File: src/rtl/core/delimited_value_extractor_core_assert.svh
// ---------------------------------------------------------------------------
// Assertion macros for the delimited value extractor
// Concurrent checks sampled on clk and disabled while rst_n is low.
// ---------------------------------------------------------------------------
`ifndef DELIMITED_VALUE_EXTRACTOR_CORE_ASSERT_SVH
`define DELIMITED_VALUE_EXTRACTOR_CORE_ASSERT_SVH

`ifndef ASSERT_OFF
// A condition that holds at every clock edge out of reset.
`define DVE_ASSERT(label, cond) \
    label: assert property (@(posedge clk) disable iff (!rst_n) (cond)) \
        else $error("dve assertion failed");
// A trigger that must be followed by a condition in the next cycle.
`define DVE_ASSERT_NEXT(label, trig, cond) \
    label: assert property (@(posedge clk) disable iff (!rst_n) (trig) |=> (cond)) \
        else $error("dve assertion failed");
`else
`define DVE_ASSERT(label, cond)
`define DVE_ASSERT_NEXT(label, trig, cond)
`endif

`endif

File: src/rtl/core/dve_pkg.sv
// ---------------------------------------------------------------------------
// dve_pkg
// Shared types and constants of the delimited value extractor.
// ---------------------------------------------------------------------------
package dve_pkg;

    // String offsets run from 0 to MAX_LEN inclusive.
    localparam int MAX_LEN     = 65536;
    localparam int POS_W       = 17;
    localparam int CFG_DATA_W  = 64;
    localparam int CFG_INDEX_W = 2;
    localparam int CMD_DEPTH   = 4;

    typedef enum logic [CFG_INDEX_W-1:0] {
        REG_PATTERN_LOW  = 2'd0,
        REG_PATTERN_HIGH = 2'd1,
        REG_PATTERN_LEN  = 2'd2,
        REG_END_CHAR     = 2'd3
    } reg_index_t;

    typedef struct packed {
        logic [7:0] data_byte;
        logic       last_byte;
    } item_t;

    typedef struct packed {
        logic             value_valid;
        logic [POS_W-1:0] value_start;
        logic [POS_W-1:0] value_length;
        logic             overflow;
        logic             last_result;
    } result_t;

    typedef struct packed {
        logic                  en;
        reg_index_t            index;
        logic [CFG_DATA_W-1:0] data;
    } cfg_write_t;

    // One classified byte handed from the front end to the back end.
    typedef struct packed {
        logic [POS_W-1:0] pos;      // offset of this byte
        logic             scanned;  // byte lay below the length limit
        logic             end_hit;  // byte is the end character
        logic             open;     // a value opens after this byte
        logic             last;     // byte ends the string
        logic             ovf;      // overflow flag including this byte
    } cmd_t;

endpackage

File: src/rtl/core/delimited_value_extractor_core.sv
// ---------------------------------------------------------------------------
// delimited_value_extractor_core
// Scans strings byte by byte for a start pattern and reports each value after
// it, up to the next end character or string end, as an offset and a length.
// ---------------------------------------------------------------------------
//
//   Channel   Handshake          Payload     Direction
//   input     push / full        item        one byte of a string in
//   result    empty / pop        result      one extracted value or marker out
//   config    wr_en              wr_index,   register write, no wait
//                                wr_data
//
// The front end takes one byte per cycle while the queue is not full and
// settles pattern matching and the open-value count in the accepting cycle.
// The back end takes commands in order, emits a result for each value an end
// character closes, and at the end of a string flushes open values, or gives
// a bare end marker if the last byte yields none. A four-entry command queue
// absorbs short bursts, after which full holds the input. A result sits in
// the output register until popped; while it waits the back end stalls at its
// next result, but the front end keeps accepting until the queue fills. Reset
// clears all control state at once; no clearing pass is needed.
// ---------------------------------------------------------------------------
module delimited_value_extractor_core
    import dve_pkg::*;
#(
    parameter int MAX_PATTERN = 16,
    parameter int MAX_OPEN    = 8
)
(
    input  logic                   clk,
    input  logic                   rst_n,
    input  logic                   push,
    output logic                   full,
    input  item_t                  item,
    output logic                   empty,
    input  logic                   pop,
    output result_t                result,
    input  logic                   wr_en,
    input  logic [CFG_INDEX_W-1:0] wr_index,
    input  logic [CFG_DATA_W-1:0]  wr_data
);

    cfg_write_t cfg;
    logic       cmd_push;
    cmd_t       push_cmd;
    logic       cmd_valid;
    cmd_t       head_cmd;
    logic       cmd_pop;

    // The configuration port is gathered into one write word for the front.
    assign cfg.en    = wr_en;
    assign cfg.index = reg_index_t'(wr_index);
    assign cfg.data  = wr_data;

    // Front end: registers, pattern match, open-value bookkeeping and the
    // overflow flag. It classifies each byte into one command.
    dve_front #(
        .MAX_PATTERN (MAX_PATTERN),
        .MAX_OPEN    (MAX_OPEN)
    ) u_front (
        .clk      (clk),
        .rst_n    (rst_n),
        .cfg      (cfg),
        .push     (push),
        .full     (full),
        .item     (item),
        .cmd_push (cmd_push),
        .cmd      (push_cmd)
    );

    // Commands wait here so that a burst of closing values on one byte does
    // not stall the input at once.
    dve_cmd_queue u_cmd_queue (
        .clk      (clk),
        .rst_n    (rst_n),
        .push     (cmd_push),
        .push_cmd (push_cmd),
        .full     (full),
        .pop      (cmd_pop),
        .valid    (cmd_valid),
        .head_cmd (head_cmd)
    );

    // Back end: the store of open value starts, closing and end-of-string
    // flushing, one result word per cycle, when the output register is free.
    dve_back #(
        .MAX_OPEN (MAX_OPEN)
    ) u_back (
        .clk       (clk),
        .rst_n     (rst_n),
        .cmd_valid (cmd_valid),
        .cmd       (head_cmd),
        .cmd_pop   (cmd_pop),
        .pop       (pop),
        .empty     (empty),
        .result    (result)
    );

endmodule

File: src/rtl/core/dve_front.sv
// ---------------------------------------------------------------------------
// dve_front
// Holds the configuration, matches the start pattern and tracks how many
// values are open, producing one command per accepted byte.
// ---------------------------------------------------------------------------
`include "delimited_value_extractor_core_assert.svh"

module dve_front
    import dve_pkg::*;
#(
    parameter int MAX_PATTERN = 16,
    parameter int MAX_OPEN    = 8
)
(
    input  logic       clk,
    input  logic       rst_n,
    input  cfg_write_t cfg,
    input  logic       push,
    input  logic       full,
    input  item_t      item,
    output logic       cmd_push,
    output cmd_t       cmd
);

    localparam int PLEN_W = $clog2(MAX_PATTERN + 1);
    localparam int PIDX_W = (MAX_PATTERN > 1) ? $clog2(MAX_PATTERN) : 1;
    localparam int CNT_W  = $clog2(MAX_OPEN + 1);

    logic [63:0]       pat_low_reg;
    logic [63:0]       pat_high_reg;
    logic [4:0]        pat_len_reg;
    logic [7:0]        end_char_reg;
    logic [7:0]        window_reg [MAX_PATTERN];
    logic [PLEN_W-1:0] since_reg;
    logic [POS_W-1:0]  pos_reg;
    logic [CNT_W-1:0]  count_reg;
    logic              recent_reg;
    logic              ovf_reg;

    logic [7:0]        window_next [MAX_PATTERN];
    logic [PLEN_W-1:0] since_next;
    logic [PLEN_W-1:0] plen;
    logic [127:0]      pat_all;
    logic              win_eq;
    logic              accept;
    logic              scanned;
    logic              end_hit;
    logic              match;
    logic              open_new;
    logic              ovf_next;
    logic [CNT_W-1:0]  count_mid;

    assign accept  = push && !full;
    assign pat_all = {pat_high_reg, pat_low_reg};
    assign scanned = (pos_reg < POS_W'(MAX_LEN));
    assign end_hit = scanned && (item.data_byte == end_char_reg);

    // A zero length acts as one byte, an oversized one as the full window.
    always_comb
    begin
        if (pat_len_reg == 5'd0)
        begin
            plen = PLEN_W'(1);
        end
        else if (32'(pat_len_reg) > MAX_PATTERN)
        begin
            plen = PLEN_W'(MAX_PATTERN);
        end
        else
        begin
            plen = PLEN_W'(pat_len_reg);
        end
    end

    always_comb
    begin
        window_next[0] = item.data_byte;
        for (int k = 1; k < MAX_PATTERN; k++)
        begin
            window_next[k] = window_reg[k-1];
        end
    end

    // Pattern byte 0 lines up with the oldest of the last plen bytes.
    always_comb
    begin
        logic [PLEN_W-1:0] widx;
        win_eq = 1'b1;
        widx   = '0;
        for (int i = 0; i < MAX_PATTERN; i++)
        begin
            if (PLEN_W'(i) < plen)
            begin
                widx = plen - PLEN_W'(i) - PLEN_W'(1);
                if (window_next[widx[PIDX_W-1:0]] != pat_all[8*i +: 8])
                begin
                    win_eq = 1'b0;
                end
            end
        end
    end

    assign since_next = (since_reg < PLEN_W'(MAX_PATTERN)) ? since_reg + PLEN_W'(1)
                                                            : since_reg;
    assign match      = scanned && (since_next >= plen) && win_eq;

    // On an end character every open value closes except one opened by the
    // previous byte, which starts at this very byte.
    assign count_mid = end_hit ? (recent_reg ? CNT_W'(1) : '0) : count_reg;
    assign open_new  = match && (count_mid < CNT_W'(MAX_OPEN));
    assign ovf_next  = ovf_reg || !scanned || (match && !open_new);

    assign cmd_push    = accept;
    assign cmd.pos     = pos_reg;
    assign cmd.scanned = scanned;
    assign cmd.end_hit = end_hit;
    assign cmd.open    = open_new;
    assign cmd.last    = item.last_byte;
    assign cmd.ovf     = ovf_next;

    always_ff @(posedge clk or negedge rst_n)
    begin
        if (!rst_n)
        begin
            pat_low_reg  <= '0;
            pat_high_reg <= '0;
            pat_len_reg  <= 5'd1;
            end_char_reg <= '0;
        end
        else if (cfg.en)
        begin
            case (cfg.index)
                REG_PATTERN_LOW:  pat_low_reg  <= cfg.data;
                REG_PATTERN_HIGH: pat_high_reg <= cfg.data;
                REG_PATTERN_LEN:  pat_len_reg  <= cfg.data[4:0];
                REG_END_CHAR:     end_char_reg <= cfg.data[7:0];
                default:          pat_low_reg  <= pat_low_reg;
            endcase
        end
    end

    always_ff @(posedge clk or negedge rst_n)
    begin
        if (!rst_n)
        begin
            since_reg  <= '0;
            pos_reg    <= '0;
            count_reg  <= '0;
            recent_reg <= 1'b0;
            ovf_reg    <= 1'b0;
        end
        else if (accept)
        begin
            if (item.last_byte)
            begin
                since_reg  <= '0;
                pos_reg    <= '0;
                count_reg  <= '0;
                recent_reg <= 1'b0;
                ovf_reg    <= 1'b0;
            end
            else if (scanned)
            begin
                since_reg  <= match ? '0 : since_next;
                pos_reg    <= pos_reg + POS_W'(1);
                count_reg  <= count_mid + CNT_W'(open_new);
                recent_reg <= open_new;
                ovf_reg    <= ovf_next;
            end
            else
            begin
                ovf_reg <= 1'b1;
            end
        end
    end

    // Only bytes that are scanned move the window; the byte count guards
    // against bytes of an earlier string taking part in a match.
    always_ff @(posedge clk)
    begin
        if (accept && scanned)
        begin
            for (int k = 0; k < MAX_PATTERN; k++)
            begin
                window_reg[k] <= window_next[k];
            end
        end
    end

    `DVE_ASSERT(a_front_count_bound, count_reg <= CNT_W'(MAX_OPEN))
    `DVE_ASSERT(a_front_recent_has_open, !recent_reg || (count_reg != '0))
    `DVE_ASSERT_NEXT(a_front_string_clears, accept && item.last_byte,
        (pos_reg == '0) && (count_reg == '0) && !ovf_reg)

endmodule

File: src/rtl/core/dve_cmd_queue.sv
// ---------------------------------------------------------------------------
// dve_cmd_queue
// Small first-in first-out queue of commands between front and back end.
// ---------------------------------------------------------------------------
module dve_cmd_queue
    import dve_pkg::*;
(
    input  logic clk,
    input  logic rst_n,
    input  logic push,
    input  cmd_t push_cmd,
    output logic full,
    input  logic pop,
    output logic valid,
    output cmd_t head_cmd
);

    localparam int PTR_W = $clog2(CMD_DEPTH);
    localparam int CNT_W = $clog2(CMD_DEPTH + 1);

    cmd_t             slots_reg [CMD_DEPTH];
    logic [PTR_W-1:0] rd_ptr_reg;
    logic [PTR_W-1:0] wr_ptr_reg;
    logic [CNT_W-1:0] count_reg;
    logic             do_push;
    logic             do_pop;

    assign full     = (count_reg == CNT_W'(CMD_DEPTH));
    assign valid    = (count_reg != '0);
    assign head_cmd = slots_reg[rd_ptr_reg];
    assign do_push  = push && !full;
    assign do_pop   = pop && valid;

    always_ff @(posedge clk or negedge rst_n)
    begin
        if (!rst_n)
        begin
            rd_ptr_reg <= '0;
            wr_ptr_reg <= '0;
            count_reg  <= '0;
        end
        else
        begin
            if (do_push)
            begin
                wr_ptr_reg <= wr_ptr_reg + PTR_W'(1);
            end
            if (do_pop)
            begin
                rd_ptr_reg <= rd_ptr_reg + PTR_W'(1);
            end
            count_reg <= count_reg + CNT_W'(do_push) - CNT_W'(do_pop);
        end
    end

    always_ff @(posedge clk)
    begin
        if (do_push)
        begin
            slots_reg[wr_ptr_reg] <= push_cmd;
        end
    end

endmodule

File: src/rtl/core/dve_back.sv
// ---------------------------------------------------------------------------
// dve_back
// Keeps the open value starts, closes and flushes them one result per cycle
// while the output is free, and holds the result register toward the output.
// ---------------------------------------------------------------------------
`include "delimited_value_extractor_core_assert.svh"

module dve_back
    import dve_pkg::*;
#(
    parameter int MAX_OPEN = 8
)
(
    input  logic    clk,
    input  logic    rst_n,
    input  logic    cmd_valid,
    input  cmd_t    cmd,
    output logic    cmd_pop,
    input  logic    pop,
    output logic    empty,
    output result_t result
);

    localparam int IDX_W = (MAX_OPEN > 1) ? $clog2(MAX_OPEN) : 1;
    localparam int CNT_W = $clog2(MAX_OPEN + 1);

    typedef enum logic [1:0] {
        ST_CLOSE = 2'b01,
        ST_FLUSH = 2'b10
    } back_state_t;

    back_state_t      state_reg;
    back_state_t      state_next;
    logic [POS_W-1:0] starts_reg [MAX_OPEN];
    logic [IDX_W-1:0] head_reg;
    logic [IDX_W-1:0] tail_reg;
    logic [CNT_W-1:0] cnt_reg;
    logic             emitted_reg;
    logic             emitted_next;
    result_t          out_reg;
    logic             out_valid_reg;

    logic [POS_W-1:0] head_start;
    logic [POS_W-1:0] end_pos;
    logic             slot_free;
    logic             close_hit;
    logic             emit;
    result_t          emit_res;
    logic             entry_pop;
    logic             entry_push;

    assign head_start = starts_reg[head_reg];
    assign end_pos    = cmd.pos + POS_W'(cmd.scanned);
    assign slot_free  = !out_valid_reg || pop;
    assign close_hit  = cmd.end_hit && (cnt_reg != '0) && (head_start < cmd.pos);

    always_comb
    begin
        state_next   = state_reg;
        emitted_next = emitted_reg;
        emit         = 1'b0;
        emit_res     = '0;
        entry_pop    = 1'b0;
        entry_push   = 1'b0;
        cmd_pop      = 1'b0;
        case (state_reg)
            ST_CLOSE:
            begin
                if (cmd_valid)
                begin
                    if (close_hit)
                    begin
                        if (slot_free)
                        begin
                            emit                  = 1'b1;
                            emit_res.value_valid  = 1'b1;
                            emit_res.value_start  = head_start;
                            emit_res.value_length = cmd.pos - head_start;
                            emit_res.overflow     = cmd.ovf;
                            emit_res.last_result  = cmd.last && !cmd.open &&
                                                    (cnt_reg == CNT_W'(1));
                            entry_pop             = 1'b1;
                            emitted_next          = 1'b1;
                        end
                    end
                    else
                    begin
                        entry_push = cmd.open;
                        if (cmd.last)
                        begin
                            state_next = ST_FLUSH;
                        end
                        else
                        begin
                            cmd_pop      = 1'b1;
                            emitted_next = 1'b0;
                        end
                    end
                end
            end
            ST_FLUSH:
            begin
                if (cnt_reg != '0)
                begin
                    if (slot_free)
                    begin
                        emit                  = 1'b1;
                        emit_res.value_valid  = 1'b1;
                        emit_res.value_start  = head_start;
                        emit_res.value_length = end_pos - head_start;
                        emit_res.overflow     = cmd.ovf;
                        emit_res.last_result  = (cnt_reg == CNT_W'(1));
                        entry_pop             = 1'b1;
                        emitted_next          = 1'b1;
                    end
                end
                else if (emitted_reg || slot_free)
                begin
                    // A string whose last byte yields no value still gets
                    // a bare end marker.
                    if (!emitted_reg)
                    begin
                        emit                 = 1'b1;
                        emit_res.overflow    = cmd.ovf;
                        emit_res.last_result = 1'b1;
                    end
                    cmd_pop      = 1'b1;
                    emitted_next = 1'b0;
                    state_next   = ST_CLOSE;
                end
            end
            default:
            begin
                state_next = ST_CLOSE;
            end
        endcase
    end

    always_ff @(posedge clk or negedge rst_n)
    begin
        if (!rst_n)
        begin
            state_reg     <= ST_CLOSE;
            head_reg      <= '0;
            tail_reg      <= '0;
            cnt_reg       <= '0;
            emitted_reg   <= 1'b0;
            out_valid_reg <= 1'b0;
        end
        else
        begin
            state_reg   <= state_next;
            emitted_reg <= emitted_next;
            if (entry_pop)
            begin
                head_reg <= (head_reg == IDX_W'(MAX_OPEN - 1)) ? '0 : head_reg + IDX_W'(1);
            end
            if (entry_push)
            begin
                tail_reg <= (tail_reg == IDX_W'(MAX_OPEN - 1)) ? '0 : tail_reg + IDX_W'(1);
            end
            cnt_reg <= cnt_reg + CNT_W'(entry_push) - CNT_W'(entry_pop);
            if (emit)
            begin
                out_valid_reg <= 1'b1;
            end
            else if (pop)
            begin
                out_valid_reg <= 1'b0;
            end
        end
    end

    always_ff @(posedge clk)
    begin
        if (entry_push)
        begin
            starts_reg[tail_reg] <= cmd.pos + POS_W'(1);
        end
        if (emit)
        begin
            out_reg <= emit_res;
        end
    end

    assign empty  = !out_valid_reg;
    assign result = out_reg;

    `DVE_ASSERT(a_back_count_bound, cnt_reg <= CNT_W'(MAX_OPEN))
    `DVE_ASSERT(a_back_flush_has_cmd, (state_reg != ST_FLUSH) || (cmd_valid && cmd.last))
    `DVE_ASSERT_NEXT(a_back_last_drains, emit && emit_res.last_result, cnt_reg == '0)

endmodule

File: config.mk
export PLATFORM = sky130hd
export DESIGN_NAME = delimited_value_extractor_core
export DESIGN_NICKNAME = d
export VERILOG_FILES = /design/src/rtl/core/dve_pkg.sv /design/src/rtl/core/delimited_value_extractor_core.sv /design/src/rtl/core/dve_front.sv /design/src/rtl/core/dve_cmd_queue.sv /design/src/rtl/core/dve_back.sv
export VERILOG_INCLUDE_DIRS = /design/src /design/src/rtl/core
export SDC_FILE = /design/constraint.sdc
export NUM_CORES = 1
export LEC_CHECK = 0
export BUFFER_PORTS_ARGS = -buffer_cell sky130_fd_sc_hd__buf_2
export CORE_MARGIN = 2
export CORE_UTILIZATION = 41
export DETAILED_ROUTE_END_ITERATION = 10
export SYNTH_ARGS = -nofsm -noshare
export SYNTH_HDL_FRONTEND = slang
export SYNTH_SLANG_ARGS = --single-unit
File: constraint.sdc
create_clock -name clk -period 13.1 [get_ports clk]
set_input_delay 2.62 -clock clk [delete_from_list [all_inputs] [get_ports clk]]
set_output_delay 2.62 -clock clk [all_outputs]
set_load 0.005 [all_outputs]
==> load_flow_metrics.sql, run 1 <==
INSERT INTO impl_metrics (metric_group, metric, value, unit) VALUES
('logic_synthesis', 'yosys.area_share.xor_xnor', '0.04341', ''),
('run_status', 'outcome', 'finished clean', ''),
('clock_network', 'clockRootBuffer', 'sky130_fd_sc_hd__clkbuf_16', ''),
('logic_synthesis', 'count_of_distinct_cell_types_in_the_synthesized_netlist', '79', ''),
('logic_synthesis', 'synth.cell_area', '0.03225', 'mm2'),
('setup_path', 'timing.critical_path.required', '13.60', 'ns'),
('logic_synthesis', 'syn_nets', '2526', ''),
('drt', 'drtAntennaViolNets', '0', ''),
('drt', 'drcViolationCount', '0', ''),
('pwr', 'power_leakage', '0.01333', 'uW'),
('clock_network', 'cts_num_sinks', '571', ''),
('drt', 'overall_via_count_from_detail_route', '21710', ''),
('logic_synthesis', 'ys_top_cells_by_area', 'sky130_fd_sc_hd__edfxtp_1 35%, sky130_fd_sc_hd__mux4_2 15%, sky130_fd_sc_hd__dfrtp_1 15%, sky130_fd_sc_hd__mux2_2 5.2%, sky130_fd_sc_hd__xnor2_1 3.0%', ''),
('drt', 'drt_first_pass_iters', '7', ''),
('final_layout', 'area_delta_synth_final', '12.33', '%'),
('pwr', 'vdd.ir_drop.worst', '0.1352', 'mV'),
('logic_synthesis', 'synth_top_cells_by_count', '381 x sky130_fd_sc_hd__edfxtp_1, 216 x sky130_fd_sc_hd__mux4_2, 188 x sky130_fd_sc_hd__dfrtp_1', ''),
('die', 'design.die.area', '0.08093', 'mm2'),
('sta', 'rsz_0062_raised_after_global_routing', 'no', ''),
('logic_synthesis', 'count_leader_synth', 'sky130_fd_sc_hd__edfxtp_1', ''),
('global_route', 'antenna_found_initial', '8', ''),
('setup_path', 'cp.arrival', '8.28', 'ns'),
('logic_synthesis', 'yosys_register_bits', '571', ''),
('sta', 'pin_slew_with_the_least_headroom_to_its_limit', '1.347', 'ns'),
('die', 'die_h', '284.5', 'um'),
('logic_synthesis', 'synth_async_reset_ratio', '0.3327', ''),
('drt', 'avgRoutedWirePerCell', '27.00', 'um'),
('die', 'floorplan.initialDensity', '0.4150', ''),
('setup_path', 'crit_path_max_fanout', '83', ''),
('logic_synthesis', 'synthesis.instances', '2362', ''),
('logic_synthesis', 'post_synth_fa_ha_maj_area_fraction', '0.03701', ''),
('sta', 'maxClockFrequency', '0.1286', 'GHz'),
('global_route', 'via_count_of_the_first_global_routing_pass', '21701', ''),
('placement', 'port_buffers', '118', ''),
('clock_network', 'cts.repair_timing.setup_buffer_count', '0', ''),
('logic_synthesis', 'synth-edff-count', '381', ''),
('sta', 'total_count_of_hold_check_failures_in_the_final_report', '0', ''),
('final_layout', 'final_layout_size_suffix_gt1_frac', '0.2709', ''),
('final_layout', 'finish.net_count', '2643', ''),
('placement', 'gp_routability_congestion', '0.9846', ''),
('die', 'die_width', '284.5', 'um'),
('sta', 'finalWorstPathRequiredPeriod', '7.775', 'ns'),
('sta', 'final.setup_skew', '0.01694', 'ns'),
('logic_synthesis', 'dominant_combinational_cell_family_by_area_after_synthesis', 'multiplexers', ''),
('placement', 'pre_cts_slack', '5.700', 'ns'),
('logic_synthesis', 'postSynthAreaPerCell', '13.66', 'um2'),
('logic_synthesis', 'synth_compound_area_frac', '0.08821', ''),
('logic_synthesis', 'synth_flop_cell', 'sky130_fd_sc_hd__edfxtp_1', ''),
('pwr', 'power_per_cell_area', '253.4', 'mW/mm2'),
('clock_network', 'worstSkewPairLatency', '0.64', 'ns'),
('global_route', 'grt_max_degree', '84', ''),
('sta', 'timing.max_slew.rel_slack', '0.09578', ''),
('sta', 'finalWorstSetupSlack', '5.325', 'ns'),
('logic_synthesis', 'synthDominantCellAreaShare', '0.3547', ''),
('sta', 'fin_crit_sh', '0.5935', ''),
('clock_network', 'cts_tree', 'built', ''),
('setup_path', 'timing.setup.critical_path_class', 'register to register', ''),
('logic_synthesis', 'ys_seq_area_frac', '0.5022', ''),
('clock_network', 'cts_max_level', '2', ''),
('die', 'row_count', '102', ''),
('sta', 'setup_total_negative_slack', '0', 'ns'),
('job', 'drv_cap', '0', ''),
('logic_synthesis', 'synthDominantAreaCellType', 'sky130_fd_sc_hd__edfxtp_1', ''),
('final_layout', 'layout.filler_cells', '6847', ''),
('drt', 'drt-total-wl', '96540', 'um'),
('setup_path', 'critical_path.endpoint_type', 'register', ''),
('drt', 'vias_per_cell', '6.073', ''),
('clock_network', 'cts.hold.buffers_added', '0', ''),
('sta', 'timing_max_transition_violations_final', '0', ''),
('global_route', 'grt_first_pass_wirelength', '143400', 'um'),
('clock_network', 'post_cts_resize_count', '0', '');
## worst max-delay path, stage by stage (launching register included)
cell and delay [ns]:
sky130_fd_sc_hd__dfrtp_1 0.67, sky130_fd_sc_hd__nor2b_2 0.63, sky130_fd_sc_hd__buf_4 0.41, sky130_fd_sc_hd__inv_2 0.04
sky130_fd_sc_hd__buf_4 0.36, sky130_fd_sc_hd__ha_2 0.43, sky130_fd_sc_hd__buf_4 0.67, sky130_fd_sc_hd__nand2_1 0.11
sky130_fd_sc_hd__a22oi_1 0.49, sky130_fd_sc_hd__or2_2 0.23, sky130_fd_sc_hd__a22oi_1 0.10, sky130_fd_sc_hd__and3_1 0.23
sky130_fd_sc_hd__or4_1 0.63, sky130_fd_sc_hd__nor4_1 0.64, sky130_fd_sc_hd__a41oi_1 0.31, sky130_fd_sc_hd__nor4_1 0.24
sky130_fd_sc_hd__and3b_1 0.20, sky130_fd_sc_hd__o2111a_1 0.35, sky130_fd_sc_hd__ha_1 0.23, sky130_fd_sc_hd__nand3_1 0.12
sky130_fd_sc_hd__and3_1 0.20, sky130_fd_sc_hd__o21ai_0 0.15, sky130_fd_sc_hd__o31ai_1 0.11
## cell families after synthesis
kind of cell / count (synthesis)
muxes: 432
buffers and inverters: 233
DFF: 571
adders and majority gates: 84
xor gates and xnor gates: 159
and+or+nand+nor: 478
AOI/OAI and AO/OA: 405
## layout make-up
type / count / area, um2 / share of cell area
antenna: 3 / 7.507 / 0.0002072
clock buffer: 84 / 1727 / 0.04766
clock inverter: 32 / 302.8 / 0.008358
inverter: 110 / 412.9 / 0.01140
multi-input combinational: 1558 / 15220 / 0.4202
sequential: 571 / 16200 / 0.4471
tap: 1040 / 1301 / 0.03592
timing repair buffer: 177 / 1055 / 0.02911
## metrics by stage
| step | instances | hold WS [ns] | total power (uW) | cell area, um2 | utilization |
|---|---|---|---|---|---|
| 6_report | 3575 | 0.4843 | 9180 | 36230 | 0.4661 |
| 4_1_cts | 3572 | 0.4843 | 9201 | 36220 | 0.4660 |
| 2_1_floorplan | 2362 | 0.4484 | 6031 | 32250 | - |
| 5_1_grt | 3572 | 0.5222 | 9705 | 36220 | 0.4660 |
| 3_5_place_dp | 3456 | 0.4706 | 7427 | 34190 | 0.4399 |
| 3_3_place_gp | 3455 | 0.4640 | 7332 | 34170 | 0.4396 |
## placed cells by master, fill, tap and decap left out, drive strengths merged, types with 40 or more instances in the layout
master  synthesis  layout
nor2          107     107
a211oi         46      46
a21oi          72      72
o21ai          62      62
mux2          149     149
mux2i          67      67
xor2           49      49
nand2b         45      45
nand2         107     107
inv           109     111
ha             65      65
and3           40      40
mux4          216     216
edfxtp        381     381
xnor2         110     110
buf            38     176
dfrtp         188     188
a22oi          69      69
clkbuf         85      85
## layer usage
metal	share of wire	vias up	track usage
met4	0.039	4	0.08724
met5	0.00023	-	0
li1	-	9455	-
met2	0.50	921	0.4084
met1	0.39	11144	0.2993
met3	0.067	186	0.03844
## power breakdown
| group | internal [uW] | switching (uW) |
|---|---|---|
| clock | 1000 | 739 |
| combinational | 1950 | 2730 |
| sequential | 2480 | 282 |
| total | 5430 | 3750 |
## worst paths after layout
check                                              startpoint                                   end  slack, ns  depth (start not counted)
max in group asynchronous                               rst_n  u_front.pat_high_reg[26]$_DFFE_PN0P_       8.97                          3
min reg2reg                    u_front.recent_reg$_DFFE_PN0P_        u_front.recent_reg$_DFFE_PN0P_       0.48                          2
min in group asynchronous                               rst_n        u_back.head_reg[2]$_DFFE_PN0P_       1.93                          1
max                        u_front.pat_len_reg[1]$_DFFE_PN0P_      u_front.count_reg[3]$_DFFE_PN0P_       5.32                         22
max reg2reg                u_front.pat_len_reg[1]$_DFFE_PN0P_      u_front.count_reg[3]$_DFFE_PN0P_       5.32                         22
min                            u_front.recent_reg$_DFFE_PN0P_        u_front.recent_reg$_DFFE_PN0P_       0.48                          2
Power figures use the tool's default switching activity.
==> inputs of run 2 (changes only) <==
==> constraint.sdc (replaced) <==
create_clock -name clk -period 7.2 [get_ports clk]
set_input_delay 1.44 -clock clk [delete_from_list [all_inputs] [get_ports clk]]
set_output_delay 1.44 -clock clk [all_outputs]
set_load 0.005 [all_outputs]
==> run 2 against run 1 <==
Compared with the run above:
- via count is 1.1% higher
- register-to-register slack worse by 4.6 ns
- global-route usage is 0.56 points higher
- sequential cell count stayed put
- critical path depth stayed put
- hold slack better by 0.016 ns
- first-iteration DRC count is 7.9% higher
- core utilization is 0.23 points higher
- clock skew is 0.010 ns higher
- critical endpoint unchanged
- largest power group unchanged
- highest routed layer unchanged
==> load_flow_metrics.sql, run 2 (same netlist as run 1, synthesis figures left out) <==
INSERT INTO impl_metrics (metric_group, metric, value, unit) VALUES
('final_layout', 'final_layout_size_suffix_gt1_frac', '0.2785', ''),
('setup_path', 'critical_path.cell_chain', 'nor4_4 -> buf_4 -> nor2_4 -> inv_2 -> ha_2 -> buf_4 -> nand2b_1 -> a22oi_1 -> or2_2 -> a22oi_1 -> a21oi_1 -> or4_1 -> nor4_1 -> a41oi_1 -> nor4_1 -> and3b_1 -> o2111a_1 -> ha_1 -> nand3_1 -> and3_1 -> o21ai_0 -> o31ai_1', ''),
('setup_path', 'cp-startpoint', 'u_front.pat_len_reg[4]$_DFFE_PN0P_', ''),
('global_route', 'grt_first_pass_wirelength', '146800', 'um'),
('global_route', 'grt_max_degree', '129', ''),
('job', 'drv_cap', '0', ''),
('placement', 'dpl.hpwl', '73260', 'um'),
('sta', 'rsz_0062_raised_after_global_routing', 'no', ''),
('setup_path', 'setup.worst_path.end', 'u_front.count_reg[3]$_DFFE_PN0P_', ''),
('sta', 'timing_max_transition_violations_final', '0', ''),
('die', 'die_h', '284.5', 'um'),
('drt', 'drt-total-wl', '98320', 'um'),
('die', 'ioPinCount', '119', ''),
('global_route', 'grt_usage', '0.2420', ''),
('sta', 'setup_viol', '0', ''),
('sta', 'finalWorstPathRequiredPeriod', '6.467', 'ns'),
('sta', 'total_count_of_hold_check_failures_in_the_final_report', '0', ''),
('setup_path', 'crit_path_max_fanout', '36', ''),
('placement', 'gp_routability_congestion', '1.013', ''),
('setup_path', 'critical_path.slowest_cell', 'sky130_fd_sc_hd__dfrtp_1', ''),
('pwr', 'power_per_cell_area', '465.3', 'mW/mm2'),
('final_layout', 'final_area', '0.03641', 'mm2'),
('setup_path', 'reg2reg_from', 'u_front.pat_len_reg[4]$_DFFE_PN0P_', ''),
('die', 'row_count', '102', ''),
('global_route', 'antenna_found_initial', '8', ''),
('global_route', 'via_count_of_the_first_global_routing_pass', '22315', ''),
('setup_path', 'cp.arrival', '6.98', 'ns'),
('global_route', 'busiest_layer', 'met2', ''),
('sta', 'fin_crit_sh', '0.8982', ''),
('die', 'core_area', '0.07772', 'mm2'),
('global_route', 'gr-usage-met1', '0.3043', ''),
('setup_path', 'timing.critical_path.required', '7.72', 'ns'),
('sta', 'finalWorstSetupSlack', '0.7327', 'ns'),
('die', 'die_width', '284.5', 'um'),
('global_route', 'grt.met2_usage', '0.4113', ''),
('clock_network', 'cts_max_level', '2', ''),
('setup_path', 'worst-r2r-cell-count', '22', ''),
('setup_path', 'timing.critical_path.depth', '22', ''),
('setup_path', 'reg2reg_slack', '0.73', 'ns'),
('clock_network', 'post_cts_resize_count', '0', ''),
('pwr', 'vdd.ir_drop.worst', '0.2681', 'mV'),
('drt', 'avgRoutedWirePerCell', '27.39', 'um'),
('clock_network', 'cts.repair_timing.setup_buffer_count', '0', ''),
('drt', 'drt_iter0_drc', '2144', ''),
('die', 'floorplan.initialDensity', '0.4150', ''),
('clock_network', 'tritoncts.num_buffers', '61', ''),
('die', 'design.die.area', '0.08093', 'mm2'),
('drt', 'drcViolationCount', '0', ''),
('drt', 'overall_via_count_from_detail_route', '21940', ''),
('clock_network', 'cts.hold.buffers_added', '0', ''),
('clock_network', 'cts.clk_slew.worst_paths', '0.06', 'ns'),
('setup_path', 'worst_r2r_endpoint', 'u_front.count_reg[3]$_DFFE_PN0P_', ''),
('sta', 'final.setup_skew', '0.02720', 'ns'),
('clock_network', 'clockRootBuffer', 'sky130_fd_sc_hd__clkbuf_16', ''),
('placement', 'postPlaceCellArea', '0.03430', 'mm2'),
('final_layout', 'layout.cells.most_common_list', '381 x sky130_fd_sc_hd__edfxtp_1, 216 x sky130_fd_sc_hd__mux4_2, 187 x sky130_fd_sc_hd__dfrtp_1', ''),
('final_layout', 'max_ffs_per_register', '136', ''),
('run_status', 'outcome', 'finished clean', ''),
('final_layout', 'layout.filler_cells', '6778', ''),
('final_layout', 'finalCoreUtilization', '0.4684', ''),
('sta', 'timing.max_slew.rel_slack', '0.1980', ''),
('clock_network', 'cts_tree', 'built', ''),
('final_layout', 'area_delta_synth_final', '12.88', '%'),
('final_layout', 'most_frequent_standard_cell_in_the_layout_excluding_fill_and_tap_cells', 'sky130_fd_sc_hd__edfxtp_1', ''),
('setup_path', 'timing.setup.critical_path_class', 'register to register', ''),
('global_route', 'globalRouteMet3Util', '0.03997', ''),
('setup_path', 'critPathTopFamily', 'simple AND/OR/NAND/NOR gates', ''),
('drt', 'vias_per_cell', '6.113', ''),
('clock_network', 'clk_path_buf_depth', '3', ''),
('sta', 'maxClockFrequency', '0.1546', 'GHz'),
('global_route', 'grt-ovfl-total', '0', ''),
('pwr', 'power_leakage', '0.01345', 'uW'),
('sta', 'pin_slew_with_the_least_headroom_to_its_limit', '1.202', 'ns'),
('setup_path', 'timing.critical_path.from_type', 'register', ''),
('clock_network', 'worstSkewPairLatency', '0.64', 'ns'),
('placement', 'port_buffers', '118', ''),
('final_layout', 'finish.net_count', '2658', ''),
('setup_path', 'critical_path_buf_inv_count', '3', ''),
('sta', 'setup_total_negative_slack', '0', 'ns'),
('drt', 'drt_first_pass_iters', '5', ''),
('setup_path', 'critical-path-max-stage-delay', '0.77', 'ns'),
('placement', 'pre_cts_slack', '0.9243', 'ns'),
('hold_path', 'holdCritPathClass', 'register to register', ''),
('clock_network', 'cts_num_sinks', '571', ''),
('setup_path', 'critical_path.endpoint_type', 'register', ''),
('drt', 'drtAntennaViolNets', '0', '');
## run 2: cell count changes in the layout (fill, tap and decap cells not counted), moves of 2 or more
cell,before,now
sky130_fd_sc_hd__buf_4,58,73
sky130_fd_sc_hd__clkbuf_1,15,4
sky130_fd_sc_hd__clkinv_2,10,18
sky130_fd_sc_hd__bufinv_16,4,9
sky130_fd_sc_hd__clkbuf_16,64,61
sky130_fd_sc_hd__clkbuf_8,6,4
sky130_fd_sc_hd__clkinv_4,4,2
## run 2: per-stage QoR
stage                     hold slack (ns)  cells  power (uW)
after floorplan                    0.4484   2362       10970
after global placement             0.4876   3471       13500
after detailed placement           0.4887   3471       13640
after CTS                          0.5015   3586       16970
after global routing               0.5187   3586       17930
final                              0.4998   3589       16940
## run 2: final cells by class
type | count | area (um2) | area share
Clock buffer | 69 | 1590 | 0.04368
Tap cell | 1040 | 1301 | 0.03574
Timing Repair Buffer | 192 | 1167 | 0.03206
Multi-Input combinational cell | 1558 | 15220 | 0.4180
Sequential cell | 571 | 16200 | 0.4449
Inverter | 110 | 412.9 | 0.01134
Antenna cell | 3 | 7.507 | 0.0002062
Clock inverter | 46 | 511.7 | 0.01406
## run 2: where the power goes
group / internal, uW / total (uW) / switching [uW]
combinational: 3610 / 8520 / 4910
sequential: 4510 / 5140 / 630
clock: 1920 / 3280 / 1360
## run 2: worst min-delay path by stage
stage	slack (ns)	end	start	cells after the start
after floorplan	0.45	u_front.recent_reg$_DFFE_PN0P_	u_front.recent_reg$_DFFE_PN0P_	2
after global placement	0.49	u_front.recent_reg$_DFFE_PN0P_	u_front.recent_reg$_DFFE_PN0P_	2
after detailed placement	0.49	u_front.recent_reg$_DFFE_PN0P_	u_front.recent_reg$_DFFE_PN0P_	2
after CTS	0.50	u_front.count_reg[3]$_DFFE_PN0P_	u_front.count_reg[3]$_DFFE_PN0P_	1
after global routing	0.52	u_front.count_reg[0]$_DFFE_PN0P_	u_front.count_reg[0]$_DFFE_PN0P_	1
final	0.50	u_front.recent_reg$_DFFE_PN0P_	u_front.recent_reg$_DFFE_PN0P_	2
## run 2: layer usage
metal / wire, um / vias to the layer above
li1: - / 9512
met1: 37920 / 11122
met2: 48500 / 1062
met3: 6842 / 238
met4: 5007 / 6
met5: 37 / -
## run 2: tightest hold or removal path, cell delays in order, from the launching register on
cell	delay, ns
sky130_fd_sc_hd__dfrtp_1	0.35
sky130_fd_sc_hd__nand2_1	0.05
sky130_fd_sc_hd__o31ai_1	0.06
